$ cat src/rtl/sfc_pkg.sv
// Package for the sphere/frustum cull core: widths, request codes and the
// front-to-back queue entry type. No dependencies.
package sfc_pkg;
  localparam int NumPlanesDef = 6;
  localparam logic ReqLoad = 1'b0;
  localparam logic ReqTest = 1'b1;
  localparam int SqrtSteps = 32;
  localparam int QueueDepth = 2;

  typedef struct packed {
    logic signed [33:0] cx;
    logic signed [33:0] cy;
    logic signed [33:0] cz;
    logic [63:0]        s;
  } sfc_item_t;
endpackage

$ cat src/rtl/sfc_queue.sv
// Short queue between front and back parts. Depends on sfc_pkg.
module sfc_queue import sfc_pkg::*; #(
  parameter int DEPTH = QueueDepth
) (
  input  logic      clk,
  input  logic      rst_n,
  input  logic      push,
  input  sfc_item_t din,
  output logic      full,
  input  logic      pop,
  output sfc_item_t dout,
  output logic      empty
);
  localparam int AW = (DEPTH > 1) ? $clog2(DEPTH) : 1;
  sfc_item_t mem_r [DEPTH];
  logic [AW-1:0] wp_r, rp_r;
  logic [AW:0] cnt_r;

  assign full  = cnt_r == (AW+1)'(DEPTH);
  assign empty = cnt_r == '0;
  assign dout  = mem_r[rp_r];

  always_ff @(posedge clk) begin
    if (!rst_n) begin
      wp_r <= '0; rp_r <= '0; cnt_r <= '0;
    end else begin
      if (push) wp_r <= (wp_r == AW'(DEPTH-1)) ? '0 : wp_r + 1'b1;
      if (pop)  rp_r <= (rp_r == AW'(DEPTH-1)) ? '0 : rp_r + 1'b1;
      cnt_r <= cnt_r + (AW+1)'(push) - (AW+1)'(pop);
    end
  end

  always_ff @(posedge clk) begin
    if (push) mem_r[wp_r] <= din;
  end

  always_ff @(posedge clk) begin
    if (rst_n) begin
      assert (!(push && full)) else $error("queue overflow");
      assert (!(pop && empty)) else $error("queue underflow");
    end
  end
  a_cnt: assert property (@(posedge clk) disable iff (!rst_n)
    cnt_r <= (AW+1)'(DEPTH)) else $error("count beyond depth");
endmodule

$ cat config.mk
export PLATFORM = sky130hd
export DESIGN_NAME = sfc_queue
export DESIGN_NICKNAME = d
export VERILOG_FILES = /design/src/rtl/sfc_pkg.sv /design/src/rtl/sfc_queue.sv
export SDC_FILE = /design/constraint.sdc
export NUM_CORES = 1
export LEC_CHECK = 0
export BUFFER_PORTS_ARGS = -buffer_cell sky130_fd_sc_hd__buf_2
export CAP_MARGIN = 20
export CELL_PAD_IN_SITES_DETAIL_PLACEMENT = 2
export CELL_PAD_IN_SITES_GLOBAL_PLACEMENT = 2
export CORE_MARGIN = 3
export CORE_UTILIZATION = 25
export CTS_BUF_LIST = sky130_fd_sc_hd__clkbuf_4 sky130_fd_sc_hd__clkbuf_8
export CTS_CLUSTER_SIZE = 25
export DETAILED_ROUTE_END_ITERATION = 6
export PLACE_DENSITY_LB_ADDON = 0.1
export SETUP_SLACK_MARGIN = 0.15
export SLEW_MARGIN = 0
export SYNTH_ARGS = -nofsm -noshare
export SYNTH_HDL_FRONTEND = slang
export SYNTH_SLANG_ARGS = --single-unit
export TNS_END_PERCENT = 20
$ cat constraint.sdc
create_clock -name clk -period 18.3 [get_ports clk]
set_clock_uncertainty 0.05 [all_clocks]
set_input_delay 1.83 -clock clk [delete_from_list [all_inputs] [get_ports clk]]
set_output_delay 1.83 -clock clk [all_outputs]
set_load 0.02 [all_outputs]
======== After elaboration in Yosys (flattened, before gate mapping) ========
Memory sizes are Yosys's and may differ from the RTL's. A register that Yosys moved wholly into a read port is not among the register bits.
Cells that the tools add are included.
operators by class
  equality and inequality tests ........... 1
  mux-type cells .......................... 6
  reductions and logical operators ........ 1
  add/sub/neg operators ................... 4
operators by type and width
  cell                 number
  $mux 1               6
  $add 1x1->1 const B  2
  $add 2x1->2          1
  $eq 2x2->1 const B   1
  $logic_not 2->1      1
  $sub 2x1->2          1
storage, ports and cells
  RAM bits ................................ 332
  memories kept ........................... 1
  output and inout bits ................... 168
  logic and storage cells ................. 16
  flip-flop bits (word level) ............. 4
memories
  memory  depth  width  read ports  clocked after Yosys merged registers in  write ports  RTL line         RTL
  mem_r   2      166    1           1                                        1            sfc_queue.sv:15  sfc_item_t mem_r [DEPTH];

======== Depth between registers and ports, before layout ========
Gate-level depths: netlist of run 1.
  word-level depth ........................ 4
  gate-level depth with buffers ........... 6
  mapped depth without buffers ............ 6

======== Least setup slack after synthesis of run 1 ========
Ideal clock, no wire load.
  path type ............................... input to register
  start point ............................. in push
  end point ............................... mem mem_r[0][0] (netlist bit), enable pin
  setup slack ............................. 8,504 ps
  stages on the path ...................... 1
  data required time ...................... 17,536 ps
  path buffers ............................ 0
  arrival time ............................ 9,032 ps
  setup time .............................. 714 ps
  cell sequence ........................... nor2b_1
on the way
  word-level cells in the longest chain between the ends .. 2
RTL lines
  element                       RTL line         RTL
  start, declared               sfc_queue.sv:7   input logic push,
  $mux 1                        sfc_queue.sv:34  if (push) mem_r[wp_r] <= din;
  $mux 1 (implied by the code)  sfc_queue.sv:34
  end, declared                 sfc_queue.sv:15
Every way passes these cells.

==> results summary, run 1 <==
The number of hold buffers added after cts is 0. Counting both buffers and inverters, the worst setup path holds a total of 2. Of the post-synthesis cell area, the dominant cell type holds 0.817. The cell type with the highest aggregate area in the netlist is sky130_fd_sc_hd__edfxtp_1. After routing, the total negative slack on setup checks comes to 0 ns. In the synthesized netlist the async set-or-reset flop fraction comes to 0.

The routed design has 32,400 um of wire. The most common cell after layout, fill and taps aside is sky130_fd_sc_hd__buf_2. The starting utilization of the core area came out at 0.255. The fraction of the cycle the final worst path needs came out at 0.266.

The clock edge transition at the registers on the reported setup and hold paths came out at 0.05 ns. The congestion estimate from routability-driven global placement came to 0.684. The slowest stage of the critical path belongs to the cell sky130_fd_sc_hd__dfxtp_4.

The H-tree depth reported by CTS came out at 3. The critical path in this run is classified as reg2out. The floorplan die height is 227 um. The cell sitting at the root of the clock tree is a sky130_fd_sc_hd__clkbuf_8. The floorplan has 80 rows. In the final routed layout, each cell accounts on average for 20.3 um. After synthesis the netlist holds a flip-flop and latch count of 337. The tightest slew margin relative to the limit came out at 0.345. The number of DRC violations after detailed-routing iteration 0 is 219.

The first detailed-routing pass took 4 iterations. The count of buffers inserted at the top-level ports is 337. The via count of the first global-routing pass came out at 7,244. The flow ran to the end, and the final reports show no timing, DRC or antenna violations. The largest stage delay on the critical path is 0.96 ns. The worst hold slack is 0.538 ns. The post-cts repair resize count came out at 0. The detail route stage leaves a number of antenna-violating nets equal to 0. After detailed routing, the number of vias per cell comes to 4.07.

Counting every sink on the clock net gives 337. The number of flops mapped to enable cells by yosys is 332. The maximum clock insertion buffer count is 3. The global-route wire length before repair is 46,300 um.

The initial antenna violation count was 12. The type of the most critical hold path is reg2reg. TritonCTS built the clock tree. The predominant post-synthesis flop cell is sky130_fd_sc_hd__edfxtp_1. The average footprint of a synthesized cell is 22.7 um^2.

Power spread over the standard cell area amounts to 116 nW/um^2. The number of buffers inserted during clock tree synthesis is 66. The total instance count after detailed placement came out at 1,478. The worst setup path is launched from a register.

The post-synthesis net count is 709. The clock insertion delay at the later pin of the skew report is 0.58 ns. The fraction of the yosys area taken by sequential cells came out at 0.825. Walking the worst path, the cells encountered are buf_4 -> mux2_2 -> buf_2. The standby leakage power came out at 5.89 nW. Setup slack closes at 13.43 ns. For the pin with the worst max-slew slack, the measured transition is 0.982 ns.

The filler-free cell count of the finished design came out at 1,596. The largest driver fanout on the critical path is 65. The number of endpoints with negative hold slack in the final report is 0. For this run, design rule violations remaining after detail routing come to 0.

Setup repair after global routing left no endpoint under its margin. The data required time at the worst endpoint came out at 16.42 ns. The total die area came out at 51,500 um^2. The die extent in x is 227 um. The number of different library cells in the post-synthesis netlist is 14.

The startpoint identified for the worst hold timing path is rp_r$_SDFFE_PN0P_. The worst setup path is captured at an output port. Yosys printed 0 warnings. For the worst setup path, the data arrival time is 2.99 ns. The worst-case setup slack after placement came out at 13.94 ns. The final layout contains 1,103 nets. The cell area that synthesis handed to floorplanning was 12,200 um^2. In the layout the commonest cells are 337 x sky130_fd_sc_hd__buf_2, 332 x sky130_fd_sc_hd__edfxtp_1, 166 x sky130_fd_sc_hd__mux2_2, 71 x sky130_fd_sc_hd__clkbuf_8, 26 x sky130_fd_sc_hd__clkbuf_4. 338 I/O pins were placed.

The startpoint of the most critical register-to-register path is wp_r$_SDFFE_PN0P_. The total of max-cap violations came out at 0. The pin count of the biggest net entering global routing came out at 66.

Setup violations remaining at the end of the flow were counted as 0. The achievable frequency came out at 0.205 GHz. For this block, the via count after detailed routing is 6,497. Counting I/O delays and the setup requirement, the final critical path takes 4.87 ns.

The area growth from synthesis to final layout came out at 30.0%. The final global-route overflow total is 0. In this design, the largest share of critical-path delay is due to flip-flops. The number of instances in the synthesized netlist came out at 537. Detailed placement finished with a half-perimeter wire length of 21,200 um.

Of the cells placed in the final design, the portion with a size suffix greater than 1 is 0.630. Yosys attributes the largest share of cell area to sky130_fd_sc_hd__edfxtp_1 82%, sky130_fd_sc_hd__mux2_2 15%, sky130_fd_sc_hd__dfxtp_1 0.82%. For this run, the total global-route usage over all layers was measured as 0.123. The worst IR drop on VDD is 0.0531 mV. The area inside the core boundary came out at 47,900 um^2. The number of pins with negative max-slew slack in the final report is 0. The post-CTS setup buffer count came out at 0. The total power came out at 1.84 mW.
## where the power goes
| part | leakage [nW] | total [mW] | internal [mW] | switching, mW |
|---|---|---|---|---|
| sequential | 3.16 | 0.910 | 0.894 | 0.0155 |
| clock | 0.679 | 0.728 | 0.421 | 0.307 |
| combinational | 2.05 | 0.203 | 0.0810 | 0.122 |
## layout make-up
| class | count | area (um^2) |
|---|---|---|
| antenna | 3 | 7.51 |
| clock buffer | 97 | 1170 |
| clock inverter | 18 | 103 |
| fill | 4856 | 32100 |
| inverter | 2 | 7.51 |
| multi-input combinational | 180 | 2000 |
| sequential | 337 | 10100 |
| tap | 615 | 769 |
| timing repair buffer | 344 | 1740 |
## cell families (layout without fill, tap and decap cells)
family                     after synthesis  in the layout  share of synthesized area
DFF                                    337            337                      0.825
muxes                                  166            166                      0.153
buffers and inverters                   20            461                     0.0125
and+or+nand+nor                          9              9                    0.00441
adders and majority gates                2              2                    0.00205
xor gates and xnor gates                 2              2                    0.00256
AOI/OAI and AO/OA                        1              1                   0.000615
other                                    0              3                          0
## registers in the layout, summed over array words and instances (netlist names), named ones only
name   flops
rp_r       1
cnt_r      2
wp_r       1
mem_r    332
## worst paths after layout
check / endpoint / slack, ns / depth (start not counted)
worst max-delay path: dout[12] / 13.43 / 3
worst min-delay path: rp_r$_SDFFE_PN0P_ / 0.54 / 2
worst max register to register: mem_r[1][110]$_DFFE_PP_ / 15.87 / 2
worst min register to register: rp_r$_SDFFE_PN0P_ / 0.54 / 2
## metrics by stage
step / utilization / cell area [um^2]
after floorplan: - / 12200
after global placement: 0.304 / 14600
after detailed placement: 0.304 / 14600
after CTS: 0.331 / 15900
after global routing: 0.331 / 15900
final: 0.331 / 15900
## worst reg2reg max path, delay by kind of cell, from the launching register on
family | cells | cell delay, ns
flops | 1 | 0.39
simple gates | 1 | 0.73
buf+inv | 1 | 0.82
## synth_stat cells, types with 2 or more instances
master / number
sky130_fd_sc_hd__buf_2: 2
sky130_fd_sc_hd__ha_1: 2
sky130_fd_sc_hd__mux2_2: 166
sky130_fd_sc_hd__nor2b_1: 4
sky130_fd_sc_hd__and2_1: 4
sky130_fd_sc_hd__inv_1: 2
sky130_fd_sc_hd__buf_6: 4
sky130_fd_sc_hd__buf_4: 12
sky130_fd_sc_hd__edfxtp_1: 332
sky130_fd_sc_hd__dfxtp_1: 5
## metal layers
metal,vias up,track usage,share of wire
li1,2942,-,-
met1,3241,0.137,0.38
met2,231,0.204,0.50
met3,67,0.0650,0.096
met4,16,0.0399,0.021
met5,-,0,0.0032
Note: power is estimated with default switching activity, not from simulation.
==> run 2, diff against run 1 <==
Clock period 18.3 ns to 4.96 ns, I/O delays scaled along.
==> run 2 against run 1 <==
Register-to-register slack got worse by 13 ns. Via count grew 9.0%. Largest cell class unchanged. Total power rose to 3.6 times the previous value. Sequential share of layout area down 5.6 points. Core utilization grew 3.2 points. Wire length up 1.3%. Critical path type unchanged.
==> results summary, run 2 (synthesis gave the netlist of run 1 again) <==
The most common cell after layout, fill and taps aside is sky130_fd_sc_hd__buf_2. The global-route wire length before repair was 48,500 um (+4.8%). The mean routed wirelength per cell came to 18.7 um (-7.7%). The final global-route overflow total is 0 (unchanged). The data required time at the worst endpoint came out at 4.41 ns (-12.01 ns). The number of endpoints with negative hold slack in the final report came out at 0 (unchanged). The switching power of the nets came out at 1.65 mW (+270%). The count of pins on the block boundary came out at 338 (unchanged). The filler-free cell count of the finished design is 1,751 (+9.7%).

The total die area came to 51,500 um^2 (unchanged). The worst-case setup slack after placement is 2.54 ns (-11.40 ns). The run finished with clean final reports.

The cell sitting at the root of the clock tree is a sky130_fd_sc_hd__clkbuf_8. The power density over the cells came out at 380 nW/um^2 (+230%). The number of core rows is 80 (unchanged). The worst hold path cell count came out at 2 (unchanged). The count of buffers inserted at the top-level ports came out at 337 (unchanged). The clock insertion delay at the later pin of the skew report came to 0.60 ns (+0.02 ns). The setup slack of the most critical reg-to-reg path is 2.93 ns (-12.94 ns). The post-CTS setup buffer count came to 0 (unchanged).

The worst register-to-register path ends at mem_r[1][101]$_DFFE_PP_. The number of clock sinks seen by CTS came out at 337 (unchanged). The global-route total usage across every layer was 0.125 (+0.00212).

The number of buffers inserted during clock tree synthesis was 60 (-9.1%). The area growth from synthesis to final layout came out at 42.5%. The hold-critical path endpoint is wp_r$_SDFFE_PN0P_.

The detailed-route DRC error count is 0 (unchanged). The pin count of the biggest net entering global routing came out at 97 (+47%). The H-tree depth reported by CTS came out at 2 (-1).

The tightest slew margin relative to the limit came out at 0.387 (+0.0417). The via total after detailed routing is 7,083 (+9.0%). The largest registers in the layout are mem_r x332, cnt_r x2. The worst IR drop on VDD came to 0.196 mV (+270%).

The origin of the worst min-delay path is rst_n. The nature of the critical path endpoint is an output port. The achievable frequency came out at 0.332 GHz. The portion of total power attributed to sequential cells is 0.504 (+0.010). The die extent in x is 227 um (unchanged). The initial antenna violation count came out at 5 (-7). The internal power consumption came out at 4.97 mW (+260%).

The combinational fraction of design power is 0.134 (+0.024). The post-detailed-routing wire length is 32,800 um (+1.3%). The starting utilization of the core area is 0.255 (unchanged). The worst setup path is launched from a register. The area inside the core boundary is 47,900 um^2 (unchanged). The fraction of the cycle the final worst path needs came out at 0.607. The switching fraction of total power is 0.249 (+0.00721).

The fraction of layout instances using a drive strength above 1 came to 0.534 (-0.0955). The total of max-cap violations is 0 (unchanged). The worst-case setup margin in the final layout is 1.95 ns (-11.48 ns). The per-cell via count in the routed design came out at 4.05 (-0.63%). The largest driver fanout on the critical path is 52 (-20%).

The sum of negative setup slack was 0 ns (unchanged). The clock edge transition at the registers on the reported setup and hold paths is 0.05 ns (about the same). The via count of the first global-routing pass is 8,086 (+12%). The first-pass iteration count of the detailed router is 4 (unchanged). The clock network fraction of design power was 0.362 (-0.033). The number of cells on the worst reg-to-reg path came to 2 (unchanged). Setup repair after global routing left no endpoint under its margin. The startpoint of the most critical register-to-register path is wp_r$_SDFFE_PN0P_.

The number of DRC violations after detailed-routing iteration 0 was 176 (-20%). The global placement routability congestion is 0.698 (+2.0%). The number of setup violations in the final report came out at 0 (unchanged).

The number of pins with negative max-slew slack in the final report came to 0 (unchanged). The actual transition at the worst max-transition pin was 0.918 ns (-0.0644 ns). The total power was 6.62 mW (+260%). The floorplan die height came out at 227 um (unchanged). The total instance count after detailed placement is 1,479 (+0.068%).

Counting flops per register, the top entry is mem_r. The detailed placer's ending HPWL came out at 21,000 um (-0.87%). The net total in the final layout came to 1,264 (+15%). The kind of critical path is reg2out. Subtracting the final worst setup slack from the clock period gives 3.01 ns. The worst endpoint data arrival time is 2.47 ns (-0.52 ns). The tightest min-delay check is of the in2reg type. The clock tree from TritonCTS is yes.

The number of flip-flops under the largest register name is 332 (unchanged). The standby leakage power is 6.52 nW (+11%). The maximum clock insertion buffer count came to 3 (unchanged). The top cell types in the final layout, fill and taps aside, are 337 x sky130_fd_sc_hd__buf_2, 332 x sky130_fd_sc_hd__edfxtp_1, 166 x sky130_fd_sc_hd__mux2_2, 166 x sky130_fd_sc_hd__dlygate4sd3_1, 61 x sky130_fd_sc_hd__clkbuf_8. The remaining antenna violation count after routing was 0 (unchanged).
[run 2: cell count changes in the layout (fill, tap and decap cells not counted)]
cell,before,now
sky130_fd_sc_hd__diode_2,3,2
sky130_fd_sc_hd__buf_12,0,4
sky130_fd_sc_hd__clkbuf_4,26,21
sky130_fd_sc_hd__dlygate4sd3_1,0,166
sky130_fd_sc_hd__clkinvlp_4,1,0
sky130_fd_sc_hd__clkbuf_8,71,61
sky130_fd_sc_hd__buf_4,7,4
sky130_fd_sc_hd__clkinv_2,4,10
sky130_fd_sc_hd__bufinv_16,1,0
[run 2: worst max-delay path by stage]
stage,start,endpoint,slack [ns]
finish,register,dout[96],1.95
global route,register,dout[96],1.76
CTS,register,dout[100],1.84
detailed placement,push,mem_r[0][135]$_DFFE_PP_,2.54
global placement,push,mem_r[0][143]$_DFFE_PP_,2.53
floorplan,push,mem_r[1][0]$_DFFE_PP_,0.11
[run 2: metrics by stage]
step / hold WS [ns] / instance area (um^2) / utilization
2_1_floorplan: 0.505 / 12200 / -
3_3_place_gp: 0.516 / 14600 / 0.305
3_5_place_dp: 0.526 / 14600 / 0.305
4_1_cts: 0.0236 / 17400 / 0.363
5_1_grt: 0.0557 / 17400 / 0.363
6_report: 0.116 / 17400 / 0.363
[run 2: layout make-up]
cell class                 count  area [um^2]
fill                        4812        30500
sequential                   337        10100
timing repair buffer         511         3460
multi-input combinational    180         2000
clock buffer                  82          997
tap                          615          769
clock inverter                22         95.1
inverter                       2         7.51
antenna                        2         5.00
[run 2: critical path, cell delays in order (launching register included)]
cell and delay, ns:
sky130_fd_sc_hd__dfxtp_4 0.54, sky130_fd_sc_hd__buf_4 0.65, sky130_fd_sc_hd__mux2_2 0.43, sky130_fd_sc_hd__buf_2 0.17
[run 2: metal layers]
| metal | GRT usage | share of wire |
|---|---|---|
| met1 | 0.147 | 0.39 |
| met2 | 0.208 | 0.49 |
| met3 | 0.0499 | 0.088 |
| met4 | 0.0460 | 0.027 |
| met5 | 0 | 0.0012 |
[run 2: timing repair]
| action | 4_1_cts | 5_1_grt |
|---|---|---|
| resized for setup | 0 | 0 |
| hold buffers | 166 | 0 |
| endpoints found under the hold margin | 332 | 0 |
[run 2: power groups by stage]
stage	sequential, mW	combinational, mW	clock [mW]
after CTS	3.34	0.915	2.55
after global routing	3.35	0.964	2.66
after floorplan	3.39	0.486	0
final	3.34	0.887	2.40
after global placement	3.39	0.794	0
after detailed placement	3.40	0.799	0
